$ cat src/hdl/twdd_pkg.sv
// Package for the tile word delta decoder: sizes, register and format codes,
// and the record passed from the byte stage to the word stage.
// No dependencies.
`timescale 1ns / 1ps
`default_nettype none

package twdd_pkg;

   // Depth of the high byte plane store, in words.
   localparam int MaxWords = 4096;
   localparam int AddrW    = $clog2(MaxWords);

   localparam int LenW   = 14;
   localparam int FmtW   = 8;
   localparam int PosW   = 14;
   localparam int CountW = 13;
   localparam int ByteW  = 8;
   localparam int WordW  = 16;

   localparam int CountCapInt = (MaxWords > 8191) ? 8191 : MaxWords;
   localparam logic [CountW-1:0] CountCap = CountW'(CountCapInt);

   // Register indexes on the csr port.
   localparam logic RegBlockLength = 1'b0;
   localparam logic RegFormat      = 1'b1;

   // Format codes.
   localparam logic [FmtW-1:0] FmtRaw   = 8'd0;
   localparam logic [FmtW-1:0] FmtSplit = 8'd1;
   localparam logic [FmtW-1:0] FmtXor   = 8'd2;

   typedef struct packed {
      logic             emit;
      logic             xor_en;
      logic             split;
      logic             last;
      logic [WordW-1:0] raw;
   } stage_type;

endpackage

`default_nettype wire

$ cat src/hdl/twdd_word_stage.sv
// Word stage: joins the stored high byte, applies the xor chain and holds the
// output word register. Depends on twdd_pkg.
`timescale 1ns / 1ps
`default_nettype none

module twdd_word_stage import twdd_pkg::*; (
   input  wire logic             clock,
   input  wire logic             reset,
   input  wire logic             load,
   input  wire stage_type        item,
   input  wire logic [ByteW-1:0] high_byte,
   input  wire logic             restart,
   output logic                  out_free,
   output logic                  rsp_valid,
   input  wire logic             rsp_ready,
   output logic [WordW-1:0]      rsp_word,
   output logic                  rsp_last
);

   logic [WordW-1:0] prev_ff, prev_in;
   logic [WordW-1:0] word_ff;
   logic             last_ff;
   logic             valid_ff, valid_in;
   logic [WordW-1:0] joined, w;

   always_comb begin
      joined = {item.split ? high_byte : item.raw[15:8], item.raw[7:0]};
      w      = joined ^ (item.xor_en ? prev_ff : '0);

      // A new block clears the chain even while the last word of the old one
      // is being registered.
      if (restart) begin
         prev_in = '0;
      end else if (load) begin
         prev_in = w;
      end else begin
         prev_in = prev_ff;
      end

      if (load) begin
         valid_in = 1'b1;
      end else if (rsp_ready) begin
         valid_in = 1'b0;
      end else begin
         valid_in = valid_ff;
      end

      out_free = !valid_ff || rsp_ready;
   end

   always_ff @(posedge clock) begin
      if (reset) begin
         prev_ff  <= '0;
         valid_ff <= 1'b0;
      end else begin
         prev_ff  <= prev_in;
         valid_ff <= valid_in;
      end
   end

   always_ff @(posedge clock) begin
      if (load) begin
         word_ff <= w;
         last_ff <= item.last;
      end
   end

   assign rsp_valid = valid_ff;
   assign rsp_word  = word_ff;
   assign rsp_last  = last_ff;

endmodule

`default_nettype wire

$ cat config.mk
export PLATFORM = sky130hd
export DESIGN_NAME = twdd_word_stage
export DESIGN_NICKNAME = d
export VERILOG_FILES = /design/src/hdl/twdd_pkg.sv /design/src/hdl/twdd_word_stage.sv
export SDC_FILE = /design/constraint.sdc
export NUM_CORES = 1
export LEC_CHECK = 0
export BUFFER_PORTS_ARGS = -buffer_cell sky130_fd_sc_hd__buf_2
export CORE_UTILIZATION = 50
export CTS_BUF_LIST = sky130_fd_sc_hd__clkbuf_16
export CTS_CLUSTER_SIZE = 25
export DETAILED_ROUTE_END_ITERATION = 7
export PLACE_DENSITY = 0.77
export SYNTH_ARGS = -nofsm -noshare
export SYNTH_HDL_FRONTEND = slang
export SYNTH_SLANG_ARGS = --single-unit
export TNS_END_PERCENT = 5
$ cat constraint.sdc
create_clock -name clock -period 1.39 [get_ports clock]
set_clock_uncertainty 0.05 [all_clocks]
set_input_delay 0.0695 -clock clock [delete_from_list [all_inputs] [get_ports clock]]
set_output_delay 0.0695 -clock clock [all_outputs]
set_load 0.005 [all_outputs]
# Word level (Yosys, flattened, before mapping)
# Index checks and enable logic that the tools add are counted.
dict set report word_totals {
  mem_bits_ro 0
  input_bits 33
  word_cells 13
  ff_bits 34
  out_inout_bits 19
  latch_bits 0
  mem_bits_rw 0
  mem_count 0
}
dict set report classes {
  eq_ne 0
  muxes 4
  div 0
  n_reduce_logical 4
  bitwise_logic 1
  mul 0
  order_cmp 0
  n_shift 0
  add_sub_neg 0
}
# operator n
set ops {}
lappend ops {{two-way mux 16 bit} 1}
lappend ops {{XOR 16 bit} 1}
lappend ops {{two-way mux 8 bit} 1}
lappend ops {{two-way mux 1 bit} 2}
lappend ops {{nonzero test 2 bit} 1}
lappend ops {{OR reduction 2 bit} 1}
lappend ops {{zero test 1 bit} 1}
lappend ops {{logical OR 1 bit} 1}

# Longest topological paths before layout
dict set report logic_depth {
  ltp_word 2
  ltp_mapped 5
  depth_no_buf 3
}

# Worst setup path after synthesis
# No wires, ideal clock.
dict set report synth_timing {
  path_kind {input-to-reg}
  startpoint {input restart}
  endpoint {register prev_ff[12]}
  n_path_buf 2
  path_slack_ps 359
  setup_time_ps 58
  required_time_ps 1282
  cell_stages 5
  arrival_ps 923
  cell_sequence {or2_1 buf_6 buf_6 a2111oi_2 a211o_1}
}
dict set report synth_between {
  elab_chain_len 1
}
# item line
set synth_lines {}
lappend synth_lines {{start: declaration} twdd_word_stage.sv:12} ;# input wire logic restart,
lappend synth_lines {{OR reduction 2 bit (no line)} -}
lappend synth_lines {{end signal: assignment} twdd_word_stage.sv:56} ;# prev_ff <= prev_in;
lappend synth_lines {{end: declaration} twdd_word_stage.sv:20} ;# logic [WordW-1:0] prev_ff, prev_in;
# Every way passes these cells.
# A chain may end at the register's enable or synchronous reset.

# Worst setup path after layout
dict set report layout_timing {
  startpoint {register prev_ff[8]}
  endpoint {register prev_ff[8]}
}
dict set report layout_between {
  elab_chain_len 2
}
# item line
set layout_lines {}
lappend layout_lines {{two-way mux 16 bit} twdd_word_stage.sv:28} ;# w = joined ^ (item.xor_en ? prev_ff : '0);
lappend layout_lines {{XOR 16 bit} twdd_word_stage.sv:28}
# Every way passes these cells.

==> reports/metrics.yaml <==
cts_hold_buf: 2
synthMuxAreaShare_pct: 5.02
synthTopCellsByArea: "edfxtp_1 (32%), dfxtp_1 (21%), nor2_1 (5.9%)"
n_antenna_cell: 0
syn_area_um2: 1600
synth_seq_area_share_pct: 53.3
start_kind: "flip-flop"
setup_tns_ps: 0
cp.required_ps: 1500
synthCells: 144
drtIter0Drc: 21
fin_crit_ps: 1110
placed_area_um2: 1890
cts_tree: "done"
status: "complete, no violations"
syn_area_per_cell_um2: 11.1
hpwl_um: 2350
dieHeight_um: 58.5
post_cts_resized: 0
postCtsSetupBuffers: 0
rsz0062_at_grt: "no"
cts_buffers: 5
slew_viol_final: 0
finalSetupViolations: 0
grt_pass1_vias: 1297
cts.sinks: 34
hold_path_class: "in2reg"
yosysTopAreaCell: "edfxtp_1"
synth_top_family_by_area: "compound AO/OA/AOI/OAI gates"
ios: 52
critPathKind: "reg2reg"
critPathMaxStageDelay_ps: 370
num-nets-final: 232
finalCritPeriodShare_pct: 79.7
start_util_pct: 52.3
p_per_area_nw_per_um2: 1280
grt_busiest_layer: "met2"
worstMarginPinSlew_ps: 610
grt_pass1_wl_um: 5500
drt-total-wl_um: 3250
root_buffer: "clkbuf_16"
core_area_um2: 3050
synth_seq_cells: 34
grt.met1_usage_pct: 24.7
ant_nets: 0
die_width_um: 58.5
num_rows: 20
critPathArrivalTime_ps: 1220
seqCellArea_um2: 851
drc: 0
path_cells: "nand2_1, nor4b_1, a311o_1"
grt_max_degree: 24
worst_slack_ps: 283
worstSkewPairLatency_ps: 270
dp_slack_ps: 85.5
synthXorXnorAreaFrac_pct: 8.78
vias_per_cell: 5.27
hold_viol_final: 0
grt_remaining_overflow: 0
ys_types: 23
maxSlewHeadroom_pct: 59.2
leakage_nw: 0.920
yosys_warnings: 0
htree_levels: 2
port_buffers: 50
synth_compound_area_share_pct: 14.3
area_growth_pct: 29.8
slowest_stage: "dfxtp_1"
design.die.area_um2: 3420
fill_cells: 245
drtPass1Iterations: 4
cp-end-kind: "flip-flop"
fmax_mhz: 903
met2_usage_pct: 39.4
synth-simple-area-share_pct: 14.3
clk_path_buf_depth: 2
route.vias.total: 1286
gp_congestion: 0.765
total_power_mw: 2.65
clk_pin_slew_ps: 50
multiInputGateArea_um2: 677
synthAdderAreaFrac_pct: 0
synth_top_area_share_pct: 32.0
syn-num-nets: 177
irDropWorstVdd_mv: 0.818
crit_fanout: 4
globalRouteMet3Util_pct: 6.15
final_area_um2: 2070
drv_cap: 0
drive_above_1_share_pct: 34.0
grt_usage_pct: 22.0
routedWlPerCell_um: 13.3
grt_antenna_before_repair: 0
[cell families after synthesis]
group                     Yosys count
buffers and inverters              10
muxes                               8
AOI/OAI and AO/OA                  24
and+or+nand+nor                    52
DFF                                34
xor gates and xnor gates           16
[cells in the final DEF, fill, tap and decap left out]
cell type | synthesis | layout
or2_1 | 1 | 1
xor2_1 | 8 | 8
a2111oi_0 | 2 | 2
a2111oi_2 | 5 | 5
bufinv_16 | 0 | 1
a21oi_1 | 1 | 1
clkbuf_16 | 0 | 5
inv_1 | 1 | 1
nand2_1 | 16 | 16
buf_12 | 0 | 1
nand2b_1 | 1 | 1
edfxtp_1 | 17 | 17
nor2_1 | 25 | 25
xnor2_1 | 8 | 8
dfxtp_1 | 17 | 17
and4_1 | 1 | 1
nor4b_1 | 1 | 1
a211o_1 | 7 | 7
mux2i_1 | 8 | 8
and3_1 | 7 | 7
a311o_1 | 1 | 1
o21a_1 | 8 | 8
buf_2 | 4 | 50
dlygate4sd3_1 | 0 | 2
buf_4 | 1 | 4
clkinv_2 | 0 | 2
[state kept, by name (all words and copies together) (netlist names)]
register / count
rsp_valid: 1
rsp_last: 1
prev_ff: 16
rsp_word: 16
[stage by stage]
stage                     hold WS (ps)  std cells  utilization (%)
final                             26.5        244             67.9
after global routing              33.9        244             67.9
after CTS                         26.2        244             67.9
after detailed placement           209        234             61.8
after global placement             198        234             61.8
after floorplan                   88.6        144                -
[cell usage after synthesis]
library cell,n
or2_1,1
a211o_1,7
a21oi_1,1
and3_1,7
nand2b_1,1
buf_4,1
nand2_1,16
mux2i_1,8
buf_6,3
inv_1,1
clkbuf_1,1
xnor2_1,8
xor2_1,8
nor4b_1,1
nor2_1,25
o21a_1,8
dfxtp_1,17
edfxtp_1,17
buf_2,4
a311o_1,1
a2111oi_0,2
and4_1,1
a2111oi_2,5
[final cells by class]
type | count | area share, %
flip-flops and latches | 34 | 41.1
multi-input cells | 100 | 32.7
repair buffers | 57 | 15.5
clock buffers | 5 | 6.04
well taps | 44 | 2.66
clock inverters | 3 | 1.93
inverters | 1 | 0.181
[path summary, 6_finish.rpt]
check / slack [ps] / from / cells past startpoint / end
setup / recovery: 280 / prev_ff[8] / 3 / prev_ff[8]
setup reg to reg: 280 / prev_ff[8] / 3 / prev_ff[8]
hold / removal: 30 / rsp_ready / 3 / rsp_valid
hold reg to reg: 450 / rsp_valid / 2 / rsp_valid
[power breakdown]
part	internal (mW)	switching, mW
Sequential	1.12	0.0229
Clock	0.837	0.386
Combinational	0.133	0.151
[critical path: cells and delay by family (launching register included)]
family / cells / cell delay [ps]
flip-flops: 1 / 370
AND/OR/NAND/NOR: 2 / 250
AO/OA/AOI/OAI: 1 / 320
[metal layers]
layer	wire, um	vias up	share of wire [%]
met3	155	4	4.8
met2	1720	46	53
met4	31	0	0.95
met5	0	-	0
li1	-	626	-
met1	1330	610	41
Note: power is estimated with default switching activity, not from simulation.
