--- src/hdl/twdd_pkg.sv ---
// Package for the tile word delta decoder: sizes, register and format codes,
// and the record passed from the byte stage to the word stage.
// No dependencies.
`timescale 1ns / 1ps
`default_nettype none

package twdd_pkg;

   // Depth of the high byte plane store, in words.
   localparam int MaxWords = 4096;
   localparam int AddrW    = $clog2(MaxWords);

   localparam int LenW   = 14;
   localparam int FmtW   = 8;
   localparam int PosW   = 14;
   localparam int CountW = 13;
   localparam int ByteW  = 8;
   localparam int WordW  = 16;

   localparam int CountCapInt = (MaxWords > 8191) ? 8191 : MaxWords;
   localparam logic [CountW-1:0] CountCap = CountW'(CountCapInt);

   // Register indexes on the csr port.
   localparam logic RegBlockLength = 1'b0;
   localparam logic RegFormat      = 1'b1;

   // Format codes.
   localparam logic [FmtW-1:0] FmtRaw   = 8'd0;
   localparam logic [FmtW-1:0] FmtSplit = 8'd1;
   localparam logic [FmtW-1:0] FmtXor   = 8'd2;

   typedef struct packed {
      logic             emit;
      logic             xor_en;
      logic             split;
      logic             last;
      logic [WordW-1:0] raw;
   } stage_type;

endpackage

`default_nettype wire

--- src/hdl/twdd_byte_stage.sv ---
// Byte stage: tracks the position in the block, pairs bytes, drives the plane
// RAM and holds one decoded item for the word stage. Depends on twdd_pkg.
`timescale 1ns / 1ps
`default_nettype none

module twdd_byte_stage import twdd_pkg::*; (
   input  wire logic             clock,
   input  wire logic             reset,
   input  wire logic [LenW-1:0]  block_length,
   input  wire logic [FmtW-1:0]  format,
   input  wire logic             req_valid,
   output logic                  req_ready,
   input  wire logic [ByteW-1:0] req_payload_byte,
   input  wire logic             out_free,
   output logic                  load,
   output stage_type             item,
   output logic                  restart,
   output logic                  ram_wr_en,
   output logic [AddrW-1:0]      ram_wr_addr,
   output logic [ByteW-1:0]      ram_wr_data,
   output logic                  ram_rd_en,
   output logic [AddrW-1:0]      ram_rd_addr
);

   logic [PosW-1:0]   pos_ff, pos_in;
   logic [ByteW-1:0]  pending_ff, pending_in;
   logic              s1_valid_ff, s1_valid_in;
   stage_type         s1_ff, s1_in;

   logic [LenW-1:0]   len_m1;
   logic [CountW-1:0] half;
   logic [CountW-1:0] count;
   logic [PosW-1:0]   total;
   logic [PosW-1:0]   pos;
   logic [PosW-1:0]   pos_inc;
   logic [PosW-1:0]   rd_off;
   logic              acc, active, odd, pairing, split, in_high, s1_go;

   always_comb begin
      len_m1  = block_length - LenW'(1);
      half    = (block_length == '0) ? '0 : len_m1[LenW-1:1];
      count   = (half > CountCap) ? CountCap : half;
      total   = {count, 1'b0};
      pos     = (pos_ff >= total) ? '0 : pos_ff;
      pos_inc = pos + PosW'(1);
      active  = (total != '0);
      odd     = block_length[0];
      pairing = (format == FmtRaw) || (format == FmtXor);
      split   = (format == FmtSplit);
      in_high = (pos < {1'b0, count});
      rd_off  = pos - {1'b0, count};

      s1_go     = s1_valid_ff && (!s1_ff.emit || out_free);
      req_ready = !s1_valid_ff || s1_go;
      acc       = req_valid && req_ready;

      // Plane writes land at least one word before the matching read.
      ram_wr_en   = acc && active && odd && split && in_high;
      ram_wr_addr = pos[AddrW-1:0];
      ram_wr_data = req_payload_byte;
      ram_rd_en   = acc;
      ram_rd_addr = rd_off[AddrW-1:0];

      restart = acc && active && (pos == '0);

      s1_in.emit   = active && odd && ((pairing && pos[0]) || (split && !in_high));
      s1_in.xor_en = (format != FmtRaw);
      s1_in.split  = split;
      s1_in.last   = (pos == total - PosW'(1));
      s1_in.raw    = split ? {8'h00, req_payload_byte} : {req_payload_byte, pending_ff};

      pending_in = pending_ff;
      if (acc && active && odd && pairing && !pos[0]) begin
         pending_in = req_payload_byte;
      end

      pos_in = pos_ff;
      if (acc) begin
         if (!active || pos_inc >= total) begin
            pos_in = '0;
         end else begin
            pos_in = pos_inc;
         end
      end

      if (acc) begin
         s1_valid_in = 1'b1;
      end else if (s1_go) begin
         s1_valid_in = 1'b0;
      end else begin
         s1_valid_in = s1_valid_ff;
      end

      load = s1_go && s1_ff.emit;
      item = s1_ff;
   end

   always_ff @(posedge clock) begin
      if (reset) begin
         pos_ff      <= '0;
         pending_ff  <= '0;
         s1_valid_ff <= 1'b0;
      end else begin
         pos_ff      <= pos_in;
         pending_ff  <= pending_in;
         s1_valid_ff <= s1_valid_in;
      end
   end

   always_ff @(posedge clock) begin
      if (acc) begin
         s1_ff <= s1_in;
      end
   end

endmodule

`default_nettype wire

--- config.mk ---
export PLATFORM = sky130hd
export DESIGN_NAME = twdd_byte_stage
export DESIGN_NICKNAME = d
export VERILOG_FILES = /design/src/hdl/twdd_pkg.sv /design/src/hdl/twdd_byte_stage.sv
export SDC_FILE = /design/constraint.sdc
export NUM_CORES = 1
export LEC_CHECK = 0
export BUFFER_PORTS_ARGS = -buffer_cell sky130_fd_sc_hd__buf_2
export CAP_MARGIN = 20
export CORE_MARGIN = 4
export CORE_UTILIZATION = 57
export CTS_CLUSTER_DIAMETER = 60
export CTS_CLUSTER_SIZE = 16
export DETAILED_ROUTE_END_ITERATION = 12
export PLACE_DENSITY = 0.84
export SLEW_MARGIN = 20
export SYNTH_ARGS = -nofsm -noshare
export SYNTH_HDL_FRONTEND = slang
export SYNTH_SLANG_ARGS = --single-unit
--- constraint.sdc ---
create_clock -name clock -period 13.8 [get_ports clock]
set_clock_uncertainty 0.05 [all_clocks]
set_input_delay 2.76 -clock clock [delete_from_list [all_inputs] [get_ports clock]]
set_output_delay 2.76 -clock clock [all_outputs]
set_load 0.05 [all_outputs]
Yosys cells after proc, flatten, opt, wreduce, memory -nomap -nowiden
Cells that the tools add are included.
{ "word_totals": {"in_bits": 34, "wordCells": 57, "reg_bits": 43, "output_inout_bits": 57} }
{ "op_classes": {"eq_ne": 3, "n_lt_le_gt_ge": 4, "addsub": 4, "reduce_logical": 30, "n_mux": 7} }
{ "op_table": {"columns": ["op", "count"], "rows": [
  ["14-bit >= comparator", 2],
  ["14-bit logical NOT", 2],
  ["14-bit two-way mux", 2],
  ["14-bit by 1-bit subtractor with 14-bit output, second input constant", 2],
  ["13-bit two-way mux", 2],
  ["14-bit by 1-bit adder with 14-bit output, second input constant", 1],
  ["14-bit equality test", 1],
  ["1-bit logical AND", 14],
  ["14-bit by 13-bit < comparator with 1-bit output", 1],
  ["13-bit greater-than comparator, second input constant", 1],
  ["13-bit nonzero test", 1],
  ["12-bit subtractor", 1],
  ["8-bit by 1-bit equality test with 1-bit output, second input constant", 1],
  ["8-bit by 2-bit equality test with 1-bit output, second input constant", 1],
  ["8-bit logical NOT", 1],
  ["8-bit two-way mux", 1],
  ["8-bit nonzero test", 1],
  ["1-bit logical NOT", 5],
  ["1-bit logical OR", 5],
  ["1-bit two-way mux", 2],
  ["2-bit nonzero test", 1]
]} }

Longest topological paths before layout
Gate-level depths: netlist (run 1).
{ "logic_depth": {"ltp_word": 11, "mapped_depth": 36, "mapped_depth_nobuf": 30} }

Worst setup path before layout (run 1)
Ideal clock, no wire load.
{ "synth_path": {"path_kind": "input to output", "from": "in block_length[0]", "to": "out ram_wr_en", "path_buffers": 5, "path_stages": 29, "arrival_time_ns": 9.664, "required_ns": 10.990, "slack_ns": 1.326, "cell_sequence": "clkbuf_1 > inv_1 > ha_1 > buf_2 > or3b_1 > clkbuf_1 > nand2_1 > a211o_1 > a211oi_2 > a41oi_4 > or3_1 > ha_1 > o211ai_1 > a31oi_1 > o211ai_1 > and3_1 > clkbuf_1 > buf_1 > nand2_1 > inv_1 > ha_1 > nor2b_1 > o21ai_0 > nand2b_1 > maj3_1 > a221o_1 > nand2_1 > nand3_1 > a21oi_1"} }
{ "synth_between": {"word_cells_on_any_way": 13, "cone_classes": "1 x add/sub; 3 x order compare; 3 x mux; 6 x reduce/logical"} }
{ "synth_rtl": {"columns": ["element", "line_no", "text"], "rows": [
  ["from (decl)", "twdd_byte_stage.sv:9", "input wire logic [LenW-1:0] block_length,"],
  ["14-bit by 1-bit subtractor with 14-bit output / 14-bit logical NOT (equally long branches)", "twdd_byte_stage.sv:40, twdd_byte_stage.sv:41", null],
  ["13-bit two-way mux *", "twdd_byte_stage.sv:41", "half = (block_length == '0) ? '0 : len_m1[LenW-1:1];"],
  ["13-bit greater-than comparator", "twdd_byte_stage.sv:42", "count = (half > CountCap) ? CountCap : half;"],
  ["13-bit two-way mux *", "twdd_byte_stage.sv:42", null],
  ["14-bit >= comparator *", "twdd_byte_stage.sv:44", "pos = (pos_ff >= total) ? '0 : pos_ff;"],
  ["14-bit two-way mux *", "twdd_byte_stage.sv:44", null],
  ["net ram_wr_addr[2]", "twdd_byte_stage.sv:19", "output logic [AddrW-1:0] ram_wr_addr,"],
  ["14-bit by 13-bit < comparator with 1-bit output *", "twdd_byte_stage.sv:50", "in_high = (pos < {1'b0, count});"],
  ["1-bit logical AND *", "twdd_byte_stage.sv:58", "ram_wr_en = acc && active && odd && split && in_high;"],
  ["to (decl)", "twdd_byte_stage.sv:18", "output logic ram_wr_en,"]
]} }
The timed path passes the listed nets; every way through them passes the cells marked *.

Worst setup path in the final report (run 1)
{ "layout_path": {"from": "in block_length[0]", "to": "out ram_rd_addr[11]"} }
{ "layout_between": {"elab_chain_cells": 7, "word_cells_on_any_way": 8, "cone_classes": "2 x add/sub; 2 x order compare; 3 x mux; 1 x reduce/logical"} }
{ "layout_lines": {"columns": ["element", "line_no", "text"], "rows": [
  ["14-bit by 1-bit subtractor with 14-bit output / 14-bit logical NOT (equally long branches)", "twdd_byte_stage.sv:40, twdd_byte_stage.sv:41", null],
  ["13-bit two-way mux *", "twdd_byte_stage.sv:41", null],
  ["13-bit greater-than comparator", "twdd_byte_stage.sv:42", null],
  ["13-bit two-way mux *", "twdd_byte_stage.sv:42", null],
  ["14-bit >= comparator", "twdd_byte_stage.sv:44", null],
  ["14-bit two-way mux", "twdd_byte_stage.sv:44", null],
  ["12-bit subtractor *", "twdd_byte_stage.sv:51", "rd_off = pos - {1'b0, count};"],
  ["to (decl)", "twdd_byte_stage.sv:22", "output logic [AddrW-1:0] ram_rd_addr"]
]} }
Mark *: on every way between the ends. The rest lies on a longest branch, timed or not.

==> results.json, run 1 <==
{
  "status": "complete, no violations",
  "yosysWarnings": 0,
  "regArea_mm2": 0.00106,
  "slowest_stage": "nor3_1",
  "gr-max-usage-layer": "met2",
  "placed_cells": 714,
  "ioPinCount": 91,
  "grt_pass1_wl_um": 21000,
  "syn_nets": 626,
  "final-setup-viol-count": 0,
  "areaGrowthSynthToFinish_pct": 12.0,
  "cts_tree": "built",
  "synth_cell_types": 82,
  "nets": 698,
  "die_w_um": 96.8,
  "antenna_found_initial": 0,
  "routabilityCongestion": 0.961,
  "tightest_slew_ps": 853,
  "ctsHoldBuffers": 0,
  "required_ps": 10990,
  "synth_cells": 547,
  "powerDensity_mw_per_mm2": 70.6,
  "timing.setup.tns_ps": 0,
  "layout_common_cells": "90 x buf_2, 63 x nand2_1, 44 x nor2_1, 44 x ha_1, 34 x inv_1",
  "ys_seq_elements": 43,
  "grtUsageMet1": 0.348,
  "vdd_ir_drop_max_mv": 0.0456,
  "cp_slowest_stage_delay_ps": 590,
  "totalWireLength_um": 12800,
  "drt_first_pass_iters": 5,
  "p_leak_nw": 2.34,
  "max_cap_viol_count": 0,
  "layout.cells.most_common": "buf_2",
  "fin_cells": 722,
  "fmax_ghz": 0.0821,
  "holdCritPathClass": "reg2reg",
  "synthFlopType": "dfxtp_1",
  "n_antenna_cell": 0,
  "use_met2": 0.443,
  "vias_per_cell": 6.20,
  "die_h_um": 96.8,
  "layout-drive-gt1-share": 0.200,
  "drt_iter0_markers": 361,
  "endpoint_kind": "output pin",
  "clkTransAtPathRegs_ps": 80,
  "cts_resized": 0,
  "wl_per_cell_um": 17.7,
  "cts_max_level": 2,
  "fp-row-count": 32,
  "crit_fanout": 12,
  "cts_max_path_buffers": 2,
  "critPathLaunchType": "input pin",
  "grt_max_degree": 24,
  "vias": 4475,
  "portBuffers": 90,
  "synth-edff-count": 20,
  "syn_area_mm2": 0.00450,
  "initial_core_util": 0.585,
  "use_met3": 0.0591,
  "cts_sinks": 43,
  "fillCellCount": 687,
  "slew_headroom": 0.422,
  "rsz0062_at_grt": "false",
  "yosysSeqAreaShare": 0.236,
  "overflow": 0,
  "grt_usage": 0.266,
  "period_needed_ps": 12190,
  "multi_input_area_mm2": 0.00314,
  "synthArstFlopShare": 0,
  "clkLatencyLatePin_ps": 300,
  "cts_setup_buffers": 0,
  "worstSetupPathType": "in2out",
  "drc": 0,
  "finalCritPeriodShare": 0.883,
  "grt_pass1_vias": 4243,
  "arrival_ps": 9380,
  "avgSynthCellArea_um2": 8.23,
  "place_hpwl_um": 10200,
  "cts_root_buf": "clkbuf_8",
  "die_area_mm2": 0.00938,
  "cts-buffers-inserted": 5,
  "maxSlewViolCount": 0,
  "postRouteAntennaNets": 0,
  "finalHoldViolations": 0,
  "core_region_area_mm2": 0.00769
}
## routing by layer
metal	routed length (µm)	part of all wire
met5	0	0
met4	335	0.026
met1	5340	0.42
met3	1150	0.090
met2	5950	0.47
## synthesized netlist by cell type (3+ instances only)
master	n	share of area
mux2i_1	12	0.027
nor4_1	12	0.017
or2_2	3	0.0042
nand2_1	63	0.053
o2111ai_1	3	0.0058
a21oi_1	17	0.019
nand4_1	15	0.021
dfxtp_1	23	0.10
nand2b_1	11	0.015
xor2_1	7	0.014
clkbuf_1	12	0.010
buf_4	8	0.013
and4_1	3	0.0058
nand3_1	17	0.019
inv_1	34	0.028
nor3b_1	3	0.0050
or3_1	6	0.0083
o31ai_1	4	0.0067
xnor2_1	33	0.064
o31a_1	3	0.0058
nor2b_1	3	0.0042
o21ai_0	14	0.016
a21o_1	7	0.012
nor4_2	3	0.0083
nand3b_1	3	0.0050
and3_1	4	0.0056
edfxtp_1	20	0.13
nor2_1	44	0.037
ha_1	44	0.12
a22oi_1	14	0.023
o211ai_1	7	0.012
o21a_1	4	0.0067
a211o_1	5	0.0097
and2_1	10	0.014
buf_2	6	0.0067
nor3_1	13	0.014
## final timing paths
check	from	endpoint	slack, ps	cells after the start
worst min register to register	pending_ff[5]	pending_ff[5]	460	2
worst max-delay path	block_length[0]	ram_rd_addr[11]	1610	27
worst max register to register	pos_ff[4]	pos_ff[0]	8590	21
worst min-delay path	pending_ff[5]	pending_ff[5]	460	2
## stage by stage
step	hold slack, ps	util	setup WS, ps	total power, W	cell area (µm²)
after floorplan	413	-	1330	0.000244	4500
after global placement	424	0.643	2050	0.000272	4950
after detailed placement	435	0.643	1720	0.000275	4950
after CTS	460	0.655	1680	0.000356	5040
after global routing	494	0.655	1010	0.000375	5040
final	459	0.655	1610	0.000356	5040
## registers in the layout, summed over array words and instances, names as in the netlist
| register | count |
|---|---|
| item | 20 |
| pos_ff | 14 |
| pending_ff | 8 |
| s1_valid_ff | 1 |
## worst max-delay path: cells and delay by family
| kind | cells | cell delay (ps) |
|---|---|---|
| AO/OA/AOI/OAI | 11 | 2320 |
| adder cells (fa/ha/maj) | 4 | 1220 |
| buffers and inverters | 4 | 720 |
| AND/OR/NAND/NOR | 8 | 2340 |
## power by group
group	internal (W)	leakage, nW	total, W	switching (W)
clock	0.0000362	0.0408	0.0000818	0.0000456
sequential	0.000137	0.384	0.000138	0.00000165
combinational	0.0000412	1.91	0.000136	0.0000943
total	0.000214	2.34	0.000356	0.000142
## logic make-up (layout without fill, tap and decap cells)
logic type | after synthesis | count (layout) | synth area share
flip-flops | 43 | 43 | 0.236
adder cells (fa/ha/maj) | 47 | 47 | 0.131
XOR/XNOR | 42 | 42 | 0.0865
multiplexers | 13 | 13 | 0.0292
AO/OA/AOI/OAI | 109 | 109 | 0.185
buffers and inverters | 65 | 138 | 0.0659
AND/OR/NAND/NOR | 228 | 228 | 0.267
## cell type report
| cell class | instances | share of cell area |
|---|---|---|
| Multi-Input combinational cell | 439 | 0.624 |
| Sequential cell | 43 | 0.211 |
| Timing Repair Buffer | 94 | 0.0954 |
| Inverter | 36 | 0.0268 |
| Tap cell | 102 | 0.0253 |
| Clock buffer | 5 | 0.0137 |
| Clock inverter | 3 | 0.00472 |
Note: power is estimated with default switching activity, not from simulation.
==> run 2: changes to the inputs <==
Settings changed: CAP_MARGIN 20 to unset, CORE_ASPECT_RATIO set to 1.25.
==> results.json, run 2 (same netlist as run 1, synthesis figures left out) <==
{
  "status": "complete, no violations",
  "cts_max_path_buffers": 2,
  "layout.cells.most_common": "buf_2",
  "p_int_w": 0.000214,
  "initial_core_util": 0.597,
  "drt_iter0_markers": 283,
  "arrival_ps": 9860,
  "powerDensity_mw_per_mm2": 70.9,
  "wl_per_cell_um": 18.3,
  "netSwitchingFraction": 0.399,
  "die_h_um": 107,
  "grt_pass1_vias": 4384,
  "postRouteAntennaNets": 0,
  "placed_cells": 703,
  "p_leak_nw": 2.33,
  "n_antenna_cell": 0,
  "pre_cts_slack_ps": 1220,
  "timing.setup.tns_ps": 0,
  "die_area_mm2": 0.00939,
  "vias": 4494,
  "critPathLaunchType": "input pin",
  "final-setup-viol-count": 0,
  "vias_per_cell": 6.32,
  "antenna_found_initial": 0,
  "cts_sinks": 43,
  "routabilityCongestion": 1.01,
  "fmax_ghz": 0.0789,
  "finalCritPeriodShare": 0.918,
  "nets": 697,
  "ioPinCount": 91,
  "place_hpwl_um": 10500,
  "worstSetupPathType": "in2out",
  "overflow": 0,
  "cts_tree": "built",
  "cts-buffers-inserted": 5,
  "holdCritPathClass": "reg2reg",
  "grt_usage": 0.274,
  "seqPwrFrac": 0.388,
  "fin_cells": 711,
  "cts_root_buf": "clkbuf_8",
  "slew_headroom": 0.408,
  "pwr-share-comb": 0.380,
  "grt_pass1_wl_um": 20600,
  "layout_common_cells": "90 x buf_2, 63 x nand2_1, 44 x nor2_1, 44 x ha_1, 34 x inv_1",
  "crit_fanout": 20,
  "endpoint_kind": "output pin",
  "pwr-share-clk": 0.232,
  "period_needed_ps": 12670,
  "rsz0062_at_grt": "false",
  "tightest_slew_ps": 874,
  "ctsHoldBuffers": 0,
  "die_w_um": 87.5,
  "largest_reg_flops": 20,
  "clkTransAtPathRegs_ps": 80,
  "fp-row-count": 35,
  "core_region_area_mm2": 0.00753,
  "finalHoldViolations": 0,
  "maxSlewViolCount": 0,
  "drc": 0,
  "cts_resized": 0,
  "layout-drive-gt1-share": 0.199,
  "vdd_ir_drop_max_mv": 0.0695,
  "required_ps": 10990,
  "grt_max_degree": 24,
  "cts_setup_buffers": 0,
  "clkLatencyLatePin_ps": 300,
  "postLayoutCoreUtil": 0.666,
  "max_cap_viol_count": 0,
  "setup_ws_ps": 1130,
  "switchingPower_w": 0.000142,
  "totalWireLength_um": 13000,
  "portBuffers": 90,
  "drt_first_pass_iters": 6,
  "areaGrowthSynthToFinish_pct": 11.5,
  "cts_max_level": 2
}
-- run 2: power groups by stage --
stage	Clock (W)	Combinational, W	Sequential (W)
after floorplan	0	0.0000932	0.000151
after global placement	0	0.000132	0.000141
after detailed placement	0	0.000135	0.000141
after CTS	0.0000828	0.000135	0.000138
after global routing	0.0000874	0.000145	0.000138
final	0.0000825	0.000135	0.000138
-- run 2: worst paths after layout --
path                    from         endpoint  slack [ps]  cells after the start
max          block_length[0]  ram_rd_addr[11]        1130                     27
min            pending_ff[3]    pending_ff[3]         450                      2
max reg2reg        pos_ff[2]       pos_ff[12]        7830                     22
min reg2reg    pending_ff[3]    pending_ff[3]         450                      2
-- run 2: layer usage --
| metal | wire length [µm] | up-vias | track usage |
|---|---|---|---|
| met3 | 750 | 46 | 0.0268 |
| met1 | 4830 | 2131 | 0.298 |
| met5 | 0 | - | 0 |
| met2 | 6780 | 174 | 0.502 |
| met4 | 643 | 0 | 0.160 |
| li1 | - | 2143 | - |
-- run 2: layout make-up --
cell class	instances	area (µm²)
Timing Repair Buffer	93	473
Inverter	36	135
Multi-Input combinational cell	439	3140
Tap cell	92	115
Clock buffer	5	68.8
Fill cell	691	2510
Clock inverter	3	23.8
Sequential cell	43	1060
-- run 2: stage by stage --
stage	cell area, µm²	hold WS, ps	total power (W)
after floorplan	4500	413	0.000244
after global placement	4930	425	0.000273
after detailed placement	4930	435	0.000276
after CTS	5020	457	0.000356
after global routing	5020	487	0.000371
final	5020	453	0.000356
-- run 2: worst max-delay path, stage by stage --
cell and delay, ps:
buf_2 180, inv_1 100, ha_1 350, or3b_1 540, o21ai_0 270, o2111ai_1 170, a211oi_2 400, a41oi_4 230
nor3_1 590, ha_1 360, nand2b_1 80, a31oi_1 80, o211ai_1 370, and3_1 690, nand2_1 240, inv_1 140
ha_1 230, nor2b_1 120, o21ai_0 140, nand2b_1 110, a21oi_1 180, maj3_1 290, o21ai_0 150, or4_1 450
a211o_1 280, o211ai_1 80, buf_2 280
